$ cat src/design/dtts_pkg.sv
// Package for the duration text parser: phase and unit types, widths and scale constants.
`default_nettype none

package dtts_pkg;

  // Field and state widths.
  localparam int unsigned CHAR_W     = 8;
  localparam int unsigned TOTAL_W    = 63;
  localparam int unsigned FRAC_W     = 10;
  localparam int unsigned NUM_CNT_W  = 4;
  localparam int unsigned FRAC_CNT_W = 2;
  localparam int unsigned DIGIT_W    = 4;

  // A number of up to twelve digits times one year of seconds fits in 65 bits.
  localparam int unsigned SCALED_W   = 65;
  localparam int unsigned SUM_W      = SCALED_W + 1;

  localparam int unsigned NUM_UNITS  = 7;
  localparam int unsigned UNIT_W     = 3;

  // Defaults for the digit limits of the top level.
  localparam int unsigned DEF_MAX_NUMBER_DIGITS   = 12;
  localparam int unsigned DEF_MAX_FRACTION_DIGITS = 3;

  // Stream payload widths, padded to whole bytes.
  localparam int unsigned S_TDATA_W = 8;
  localparam int unsigned M_TDATA_W = 80;

  // Parse phases.
  typedef enum logic [3:0] {
    PH_WANT_P     = 4'd0,
    PH_AFTER_P    = 4'd1,
    PH_NUM_START  = 4'd2,
    PH_NUM        = 4'd3,
    PH_NUM_WS     = 4'd4,
    PH_FRAC_START = 4'd5,
    PH_FRAC       = 4'd6,
    PH_FRAC_WS    = 4'd7,
    PH_ACCEPT     = 4'd8,
    PH_REJECT     = 4'd9
  } phase_e;

  // Units, each with its own scaled copy of the number being read.
  typedef enum logic [UNIT_W-1:0] {
    U_SEC   = 3'd0,
    U_MIN   = 3'd1,
    U_HOUR  = 3'd2,
    U_DAY   = 3'd3,
    U_WEEK  = 3'd4,
    U_MONTH = 3'd5,
    U_YEAR  = 3'd6
  } unit_e;

  typedef logic [SCALED_W-1:0] scaled_t;

  // Seconds per unit.
  function automatic scaled_t unit_scale(unit_e u);
    scaled_t k;
    case (u)
      U_SEC:   k = scaled_t'(1);
      U_MIN:   k = scaled_t'(60);
      U_HOUR:  k = scaled_t'(3600);
      U_DAY:   k = scaled_t'(86400);
      U_WEEK:  k = scaled_t'(604800);
      U_MONTH: k = scaled_t'(2592000);
      U_YEAR:  k = scaled_t'(31536000);
      default: k = scaled_t'(0);
    endcase
    return k;
  endfunction

  // One decimal digit times the seconds of a unit.
  function automatic scaled_t digit_scaled(unit_e u, logic [DIGIT_W-1:0] d);
    scaled_t p;
    p = unit_scale(u) * scaled_t'(d);
    return p;
  endfunction

endpackage

`default_nettype wire

$ cat src/design/duration_text_to_seconds.sv
// Top level of the streaming duration text parser that sums a duration into seconds.
`default_nettype none

//  Channel   Dir  Fields (tdata low bit up)                    Marks
//  s_axis    in   char_code[7:0]                               tlast = last character
//  m_axis    out  seconds[62:0], fraction_value[72:63], pad    tuser = accepted
//
// Each character passes through the input register and then the parse logic; the outcome
// of a last character is loaded into the result register.
// One character is taken per cycle unless a last character waits on an untaken result; the rate
// is set by the parse stage, whose unit add and per-unit scaled digit updates are combinational.
// Reset puts the parser at the start of a string with no item held.
// A result that is not taken stalls only a character marked last; others still flow.

module duration_text_to_seconds #(
  parameter int unsigned MAX_NUMBER_DIGITS   = dtts_pkg::DEF_MAX_NUMBER_DIGITS,
  parameter int unsigned MAX_FRACTION_DIGITS = dtts_pkg::DEF_MAX_FRACTION_DIGITS
) (
  input  wire logic                            clk_i,
  input  wire logic                            rst_ni,
  input  wire logic                            s_axis_tvalid,
  output logic                                 s_axis_tready,
  input  wire logic [dtts_pkg::S_TDATA_W-1:0]  s_axis_tdata,   // char_code[7:0]
  input  wire logic                            s_axis_tlast,   // last
  output logic                                 m_axis_tvalid,
  input  wire logic                            m_axis_tready,
  output logic [dtts_pkg::M_TDATA_W-1:0]       m_axis_tdata,   // seconds[62:0],
                                                               // fraction_value[72:63]
  output logic                                 m_axis_tuser    // accepted
);

  // Character codes.
  localparam logic [7:0] CH_P     = 8'h50;
  localparam logic [7:0] CH_DOT   = 8'h2E;
  localparam logic [7:0] CH_SPACE = 8'h20;
  localparam logic [7:0] CH_CASE  = 8'h20;
  localparam logic [7:0] CH_LC_Y  = 8'h79;
  localparam logic [7:0] CH_LC_W  = 8'h77;
  localparam logic [7:0] CH_LC_D  = 8'h64;
  localparam logic [7:0] CH_LC_H  = 8'h68;
  localparam logic [7:0] CH_LC_M  = 8'h6D;
  localparam logic [7:0] CH_LC_S  = 8'h73;
  localparam logic [7:0] CH_LC_T  = 8'h74;

  localparam logic [dtts_pkg::NUM_CNT_W-1:0] NUM_MAX =
    dtts_pkg::NUM_CNT_W'(MAX_NUMBER_DIGITS);
  localparam logic [dtts_pkg::FRAC_CNT_W-1:0] FRAC_MAX =
    dtts_pkg::FRAC_CNT_W'(MAX_FRACTION_DIGITS);

  // Input register.
  logic [dtts_pkg::CHAR_W-1:0] char_q;
  logic                        last_q;
  logic                        in_valid_q;

  // Parser state.
  dtts_pkg::phase_e                 phase_q, phase_d;
  dtts_pkg::scaled_t                scaled_q [dtts_pkg::NUM_UNITS];
  dtts_pkg::scaled_t                scaled_d [dtts_pkg::NUM_UNITS];
  logic [dtts_pkg::NUM_CNT_W-1:0]   num_cnt_q, num_cnt_d;
  logic [dtts_pkg::FRAC_W-1:0]      frac_acc_q, frac_acc_d;
  logic [dtts_pkg::FRAC_CNT_W-1:0]  frac_cnt_q, frac_cnt_d;
  logic [dtts_pkg::TOTAL_W-1:0]     total_q, total_d;
  logic                             time_q, time_d;
  logic                             week_q, week_d;
  logic                             year_q, year_d;
  logic                             any_q, any_d;

  // Result register.
  logic                             out_valid_q;
  logic                             accepted_q;
  logic [dtts_pkg::TOTAL_W-1:0]     seconds_q;
  logic [dtts_pkg::FRAC_W-1:0]      frac_out_q;

  logic process;
  logic emit;

  // Character classes.
  logic [7:0]                   ch_lc;
  logic                         is_digit;
  logic                         is_space;
  logic [dtts_pkg::DIGIT_W-1:0] digit;

  // Unit add.
  dtts_pkg::unit_e              add_unit;
  logic [dtts_pkg::SUM_W-1:0]   sum;
  logic                         add_ovf;
  logic [13:0]                  frac_mul;
  logic                         ok;

  // The parse stage moves when it holds a character and its result has room.
  assign process       = in_valid_q && (!last_q || !out_valid_q || m_axis_tready);
  assign emit          = process && last_q;
  assign s_axis_tready = !in_valid_q || process;

  // Input register.
  always_ff @(posedge clk_i or negedge rst_ni) begin
    if (!rst_ni) begin
      in_valid_q <= 1'b0;
    end else if (s_axis_tvalid && s_axis_tready) begin
      in_valid_q <= 1'b1;
    end else if (process) begin
      in_valid_q <= 1'b0;
    end
  end

  always_ff @(posedge clk_i) begin
    if (s_axis_tvalid && s_axis_tready) begin
      char_q <= s_axis_tdata[dtts_pkg::CHAR_W-1:0];
      last_q <= s_axis_tlast;
    end
  end

  // Character classification.
  always_comb begin
    ch_lc    = char_q | CH_CASE;
    is_digit = (char_q inside {[8'h30:8'h39]});
    is_space = (char_q == CH_SPACE) || (char_q inside {[8'h09:8'h0D]});
    digit    = char_q[dtts_pkg::DIGIT_W-1:0];
  end

  // Unit picked by the current letter; a fractional group always adds seconds.
  always_comb begin
    case (ch_lc)
      CH_LC_Y: add_unit = dtts_pkg::U_YEAR;
      CH_LC_W: add_unit = dtts_pkg::U_WEEK;
      CH_LC_D: add_unit = dtts_pkg::U_DAY;
      CH_LC_H: add_unit = dtts_pkg::U_HOUR;
      CH_LC_M: add_unit = year_q ? dtts_pkg::U_MONTH : dtts_pkg::U_MIN;
      default: add_unit = dtts_pkg::U_SEC;
    endcase
    if (phase_q == dtts_pkg::PH_FRAC || phase_q == dtts_pkg::PH_FRAC_WS) begin
      add_unit = dtts_pkg::U_SEC;
    end
    sum      = dtts_pkg::SUM_W'(total_q) + dtts_pkg::SUM_W'(scaled_q[add_unit]);
    add_ovf  = |sum[dtts_pkg::SUM_W-1:dtts_pkg::TOTAL_W];
    frac_mul = (14'(frac_acc_q) << 3) + (14'(frac_acc_q) << 1) + 14'(digit);
  end

  // Next parser state.
  always_comb begin
    phase_d    = phase_q;
    num_cnt_d  = num_cnt_q;
    frac_acc_d = frac_acc_q;
    frac_cnt_d = frac_cnt_q;
    total_d    = total_q;
    time_d     = time_q;
    week_d     = week_q;
    year_d     = year_q;
    any_d      = any_q;
    ok         = 1'b1;
    for (int unsigned i = 0; i < dtts_pkg::NUM_UNITS; i++) begin
      scaled_d[i] = scaled_q[i];
    end

    case (phase_q)
      dtts_pkg::PH_WANT_P: begin
        phase_d = (char_q == CH_P) ? dtts_pkg::PH_AFTER_P : dtts_pkg::PH_REJECT;
      end
      dtts_pkg::PH_AFTER_P, dtts_pkg::PH_NUM_START: begin
        if (phase_q == dtts_pkg::PH_AFTER_P && ch_lc == CH_LC_T) begin
          time_d  = 1'b1;
          phase_d = dtts_pkg::PH_NUM_START;
        end else if (!is_digit) begin
          phase_d = any_q ? dtts_pkg::PH_ACCEPT : dtts_pkg::PH_REJECT;
        end else begin
          // First digit of a number: load every scaled copy.
          for (int unsigned i = 0; i < dtts_pkg::NUM_UNITS; i++) begin
            scaled_d[i] = dtts_pkg::digit_scaled(dtts_pkg::unit_e'(i[2:0]), digit);
          end
          num_cnt_d = dtts_pkg::NUM_CNT_W'(1);
          phase_d   = dtts_pkg::PH_NUM;
        end
      end
      dtts_pkg::PH_NUM, dtts_pkg::PH_NUM_WS: begin
        if (phase_q == dtts_pkg::PH_NUM && is_digit) begin
          if (num_cnt_q >= NUM_MAX) begin
            phase_d = dtts_pkg::PH_REJECT;
          end else begin
            // Times ten plus the digit, in every unit at once.
            for (int unsigned i = 0; i < dtts_pkg::NUM_UNITS; i++) begin
              scaled_d[i] = (scaled_q[i] << 3) + (scaled_q[i] << 1) +
                            dtts_pkg::digit_scaled(dtts_pkg::unit_e'(i[2:0]), digit);
            end
            num_cnt_d = num_cnt_q + 1'b1;
          end
        end else if (is_space) begin
          phase_d = dtts_pkg::PH_NUM_WS;
        end else if (char_q == CH_DOT) begin
          if (week_q) begin
            phase_d = dtts_pkg::PH_REJECT;
          end else begin
            frac_acc_d = '0;
            frac_cnt_d = '0;
            phase_d    = dtts_pkg::PH_FRAC_START;
          end
        end else begin
          // Unit letter.
          ok = 1'b1;
          case (ch_lc)
            CH_LC_Y: begin
              ok     = !time_q;
              year_d = 1'b1;
            end
            CH_LC_W: begin
              ok     = !time_q;
              week_d = 1'b1;
              year_d = 1'b0;
            end
            CH_LC_D: begin
              ok     = !time_q;
              year_d = 1'b0;
            end
            CH_LC_H, CH_LC_S: begin
              year_d = 1'b0;
            end
            CH_LC_M: begin
              ok = 1'b1;
            end
            CH_LC_T: begin
              ok     = !week_q;
              year_d = 1'b0;
              time_d = 1'b1;
            end
            default: begin
              ok = 1'b0;
            end
          endcase
          if (ch_lc != CH_LC_T && add_ovf) begin
            ok = 1'b0;
          end
          if (!ok) begin
            phase_d = dtts_pkg::PH_REJECT;
          end else begin
            if (ch_lc != CH_LC_T) begin
              total_d = sum[dtts_pkg::TOTAL_W-1:0];
            end
            any_d   = 1'b1;
            phase_d = dtts_pkg::PH_NUM_START;
          end
        end
      end
      dtts_pkg::PH_FRAC_START: begin
        if (!is_digit) begin
          phase_d = dtts_pkg::PH_REJECT;
        end else begin
          frac_acc_d = dtts_pkg::FRAC_W'(digit);
          frac_cnt_d = dtts_pkg::FRAC_CNT_W'(1);
          phase_d    = dtts_pkg::PH_FRAC;
        end
      end
      dtts_pkg::PH_FRAC, dtts_pkg::PH_FRAC_WS: begin
        if (phase_q == dtts_pkg::PH_FRAC && is_digit) begin
          if (frac_cnt_q >= FRAC_MAX) begin
            phase_d = dtts_pkg::PH_REJECT;
          end else begin
            frac_acc_d = frac_mul[dtts_pkg::FRAC_W-1:0];
            frac_cnt_d = frac_cnt_q + 1'b1;
          end
        end else if (is_space) begin
          phase_d = dtts_pkg::PH_FRAC_WS;
        end else if (ch_lc == CH_LC_S) begin
          // Fractional seconds add the whole number once.
          if (add_ovf) begin
            phase_d = dtts_pkg::PH_REJECT;
          end else begin
            total_d = sum[dtts_pkg::TOTAL_W-1:0];
            any_d   = 1'b1;
            phase_d = dtts_pkg::PH_NUM_START;
          end
        end else begin
          phase_d = dtts_pkg::PH_REJECT;
        end
      end
      dtts_pkg::PH_ACCEPT: begin
        phase_d = dtts_pkg::PH_ACCEPT;
      end
      default: begin
        phase_d = dtts_pkg::PH_REJECT;
      end
    endcase
  end

  // Parser state registers; the last character of a string starts the next one fresh.
  always_ff @(posedge clk_i or negedge rst_ni) begin
    if (!rst_ni) begin
      phase_q    <= dtts_pkg::PH_WANT_P;
      num_cnt_q  <= '0;
      frac_acc_q <= '0;
      frac_cnt_q <= '0;
      total_q    <= '0;
      time_q     <= 1'b0;
      week_q     <= 1'b0;
      year_q     <= 1'b0;
      any_q      <= 1'b0;
    end else if (emit) begin
      phase_q    <= dtts_pkg::PH_WANT_P;
      num_cnt_q  <= '0;
      frac_acc_q <= '0;
      frac_cnt_q <= '0;
      total_q    <= '0;
      time_q     <= 1'b0;
      week_q     <= 1'b0;
      year_q     <= 1'b0;
      any_q      <= 1'b0;
    end else if (process) begin
      phase_q    <= phase_d;
      num_cnt_q  <= num_cnt_d;
      frac_acc_q <= frac_acc_d;
      frac_cnt_q <= frac_cnt_d;
      total_q    <= total_d;
      time_q     <= time_d;
      week_q     <= week_d;
      year_q     <= year_d;
      any_q      <= any_d;
    end
  end

  // Scaled copies of the number are payload and need no reset.
  always_ff @(posedge clk_i) begin
    if (process) begin
      for (int unsigned i = 0; i < dtts_pkg::NUM_UNITS; i++) begin
        scaled_q[i] <= scaled_d[i];
      end
    end
  end

  // Result register.
  always_ff @(posedge clk_i or negedge rst_ni) begin
    if (!rst_ni) begin
      out_valid_q <= 1'b0;
    end else if (emit) begin
      out_valid_q <= 1'b1;
    end else if (m_axis_tready) begin
      out_valid_q <= 1'b0;
    end
  end

  always_ff @(posedge clk_i) begin
    if (emit) begin
      if (phase_d == dtts_pkg::PH_ACCEPT ||
          ((phase_d == dtts_pkg::PH_AFTER_P || phase_d == dtts_pkg::PH_NUM_START ||
            phase_d == dtts_pkg::PH_NUM || phase_d == dtts_pkg::PH_NUM_WS) && any_d)) begin
        accepted_q <= 1'b1;
        seconds_q  <= total_d;
        frac_out_q <= frac_acc_d;
      end else begin
        accepted_q <= 1'b0;
        seconds_q  <= '0;
        frac_out_q <= '0;
      end
    end
  end

  assign m_axis_tvalid = out_valid_q;
  assign m_axis_tuser  = accepted_q;
  assign m_axis_tdata  = {{(dtts_pkg::M_TDATA_W - dtts_pkg::TOTAL_W - dtts_pkg::FRAC_W){1'b0}},
                          frac_out_q, seconds_q};

  // A stalled input side always has a character waiting in the parse stage.
  a_ready_only_when_full: assert property (@(posedge clk_i) disable iff (!rst_ni)
    !s_axis_tready |-> in_valid_q)
    else $error("input stalled with an empty parse stage");

  // The last character of a string returns the parser to the start.
  a_restart_after_last: assert property (@(posedge clk_i) disable iff (!rst_ni)
    emit |=> (phase_q == dtts_pkg::PH_WANT_P && total_q == '0 && !any_q))
    else $error("parser not restarted after a result");

  // A rejected string reports zero seconds and zero fraction.
  a_reject_is_zero: assert property (@(posedge clk_i) disable iff (!rst_ni)
    (out_valid_q && !accepted_q) |-> (seconds_q == '0 && frac_out_q == '0))
    else $error("rejected result carries a value");

  // The digit counts never pass their limits.
  a_count_limits: assert property (@(posedge clk_i) disable iff (!rst_ni)
    (num_cnt_q <= NUM_MAX) && (frac_cnt_q <= FRAC_MAX))
    else $error("digit count beyond its limit");

endmodule

`default_nettype wire

$ cat config.mk
export PLATFORM = sky130hd
export DESIGN_NAME = duration_text_to_seconds
export DESIGN_NICKNAME = d
export VERILOG_FILES = /design/src/design/dtts_pkg.sv /design/src/design/duration_text_to_seconds.sv
export SDC_FILE = /design/constraint.sdc
export NUM_CORES = 2
export LEC_CHECK = 0
export BUFFER_PORTS_ARGS = -buffer_cell sky130_fd_sc_hd__buf_2
export CORE_MARGIN = 2
export CORE_UTILIZATION = 50
export DETAILED_ROUTE_END_ITERATION = 12
export PLACE_DENSITY = 0.71
export SETUP_SLACK_MARGIN = 0.1
export SLEW_MARGIN = 30
export SYNTH_ARGS = -nofsm -noshare
export SYNTH_HDL_FRONTEND = slang
export SYNTH_SLANG_ARGS = --single-unit
$ cat constraint.sdc
create_clock -name clk_i -period 125 [get_ports clk_i]
set_input_delay 6.25 -clock clk_i [delete_from_list [all_inputs] [get_ports clk_i]]
set_output_delay 6.25 -clock clk_i [all_outputs]
set_load 0.01 [all_outputs]
==> metrics.cfg <==
[power]
design_power_total_uw = 560
vdd_ir_drop_max_v = 0.00000739
leakagePower_nw = 32.6
power_density_nw_per_um2 = 8.21

[routing]
drt_iter0_markers = 4409
dr.pass1.iters = 9
ant_nets = 0
viasPerCell = 6.10
routedWlPerCell_um = 20.4
vias = 53478
drc = 0
wirelength_mm = 179

[die]
die_y_um = 361
fp.dieW_um = 361
ios = 96
core_area_um2 = 126000
die-area_um2 = 130000
rows = 130
initial_core_util_pct = 50.5

[sta]
final.period_utilization_pct = 10.4
setup_viol = 0
slew_violations = 0
fmax_mhz = 76.9
period_minus_slack_ps = 13010
finalClockSkew_ps = 34.0
relSlewSlack_pct = 33.8
max_slew.worst_pin.slew_ps = 993
layout_setup_ws_ps = 111990
rsz0062_at_grt = false
hold-worst-slack_ps = 505
hold_violations = 0
setup_tns_ps = 0

[layout]
regArea_um2 = 16900
postLayoutCellArea_um2 = 68200
antennaDiodeCount = 0
nets = 8460
multi_input_area_um2 = 44500
area_delta_synth_final_pct = 7.15
fillers = 11288
drive_above_1_share_pct = 5.12

[place]
placement.io_buffers = 88
dp_slack_ps = 112000
detailed_place.area_um2 = 65500
place_hpwl_mm = 139
place_congestion = 0.944

[run]
maxCapViolCount = 0

[synthesis]
yosys-top-cells-area = ha_1, edfxtp_1, a21oi_1, nand2_1, fa_1
synth-edff-count = 487
synthDistinctLibCells = 89
yosys_warnings = 0
yosys-top-cells-count = ha_1, nand2_1, a21oi_1, nor2_1, edfxtp_1
synth_top_flop_cell = edfxtp_1
synthCells = 7110
yosysTopAreaCell = ha_1
synthArstFlopShare_pct = 15.5
ys_seq_area_share_pct = 26.5
netlist_area_um2 = 63700
yosysTopAreaCellShare_pct = 24.7
ys_seq_elements = 576
syn_avg_cell_area_um2 = 8.96
yosysMostFrequentCell = ha_1

[clock_network]
htreeDepth = 3
cts_tree = yes
cts.sinks = 576
post_cts_buffers = 0
ctsLongestPathBuffers = 3
cts_root_buf = clkbuf_16
path_clk_slew_ps = 60
clkLatencyLatePin_ps = 660
ctsResizeCount = 0
numCtsBuffers = 72
hold_buffers = 0

[global_route]
grt_pass1_vias = 51265
met1_usage_pct = 37.1
grt_max_degree = 224
grt_pass1_wl_mm = 281
busiest_layer = met2
grt_use_met2_pct = 42.6
grt-ovfl-total = 0
track_usage_pct = 26.8
use_met3_pct = 3.28
antenna_found_initial = 9

[worst_setup_path]
worstReg2RegStart = char_q[3]
path_class = in2out
reg2reg_depth = 24
crit_top_cell = buf_2
r2r-end = seconds_q[9]
critPathCapture = s_axis_tready
cp_slowest_cell = nand4b_1
crit_chain = buf_2 > nand4b_1 > buf_2
startpoint_type = input port
cp_data_required_time_ps = 118750
critPathMaxFanout = 3
startpoint = m_axis_tready
slowest_delay_ps = 210
arrival_ps = 6760
cp_num_buf_inv = 2
regToRegSetupSlack_ps = 115200
path_delay_family = buffers and inverters
worst-path-stages = 3
worstSetupEndpointType = primary output

[hold_path]
min-delay-path-class = reg2reg

[run_status]
status = finished clean

metrics by stage:
stage | util (%) | instances
2_1_floorplan | - | 7116
3_3_place_gp | 52.0 | 8629
3_5_place_dp | 52.0 | 8630
4_1_cts | 54.0 | 8759
5_1_grt | 54.1 | 8763
6_report | 54.1 | 8763
worst min path at each step:
stage | start | end | slack [ps] | cells after the start
floorplan | frac_acc_q[9] | frac_acc_q[9] | 450 | 2
global placement | frac_acc_q[9] | frac_acc_q[9] | 470 | 2
detailed placement | frac_acc_q[9] | frac_acc_q[9] | 480 | 2
CTS | frac_acc_q[9] | frac_acc_q[9] | 500 | 2
global route | frac_acc_q[9] | frac_acc_q[9] | 540 | 2
finish | frac_acc_q[9] | frac_acc_q[9] | 510 | 2
placed cells by master (no fill, tap or decap), types with 89 or more instances in the layout:
master    count
edfxtp_1    487
dfrtp_1      89
nand2_1     763
fa_1        132
inv_1       349
nor2_1      570
nor3_1       98
xor2_1      177
a21oi_1     643
nand3_1     266
xnor2_1     261
ha_1       1257
a21o_1      319
o21ai_0     361
tightest hold or removal path: stages (launching register included):
cell and delay [ps]:
dfrtp_1 340, nand2_1 50, o21ai_0 70
cell type report:
class                           count  area share (%)
Tap cell                         1650            3.03
Timing Repair Buffer              133            1.30
Multi-Input combinational cell   5924            65.3
Sequential cell                   576            24.7
Clock buffer                       85            2.87
Inverter                          351            1.93
Clock inverter                     44           0.889
flip-flops by register name, indices dropped and copies added, names as in the netlist:
signal,flops
any_q,1
char_q,8
frac_acc_q,10
frac_cnt_q,2
frac_out_q,10
in_valid_q,1
last_q,1
m_axis_tuser,1
m_axis_tvalid,1
num_cnt_q,4
phase_q,4
scaled_q,404
seconds_q,63
time_q,1
total_q,63
week_q,1
year_q,1
cells by family (layout without fill, tap and decap cells):
logic type / count (synthesis) / in the layout / share of synthesized area (%)
simple gates: 2137 / 2137 / 15.2
mux: 21 / 21 / 0.360
buf+inv: 616 / 613 / 3.77
compound gates: 1931 / 1931 / 19.3
flops: 576 / 576 / 26.5
other cells: 1 / 7 / 0.00589
xor+xnor: 438 / 438 / 6.02
fa+ha+maj: 1390 / 1390 / 28.9
power breakdown:
part / internal [mW] / leakage [nW] / switching, mW
Sequential: 0.211 / 5.90 / 0.00216
Combinational: 0.0432 / 25.5 / 0.0708
Clock: 0.141 / 1.25 / 0.0923
Total: 0.395 / 32.6 / 0.165
per-layer routing:
layer  wire (um)  vias to the layer above
met4        6610                        4
li1            -                    25858
met1       80200                    25499
met2       80000                     1804
met3       11800                      313
met5          34                        -
No activity file was read; power rests on OpenSTA's default activity.
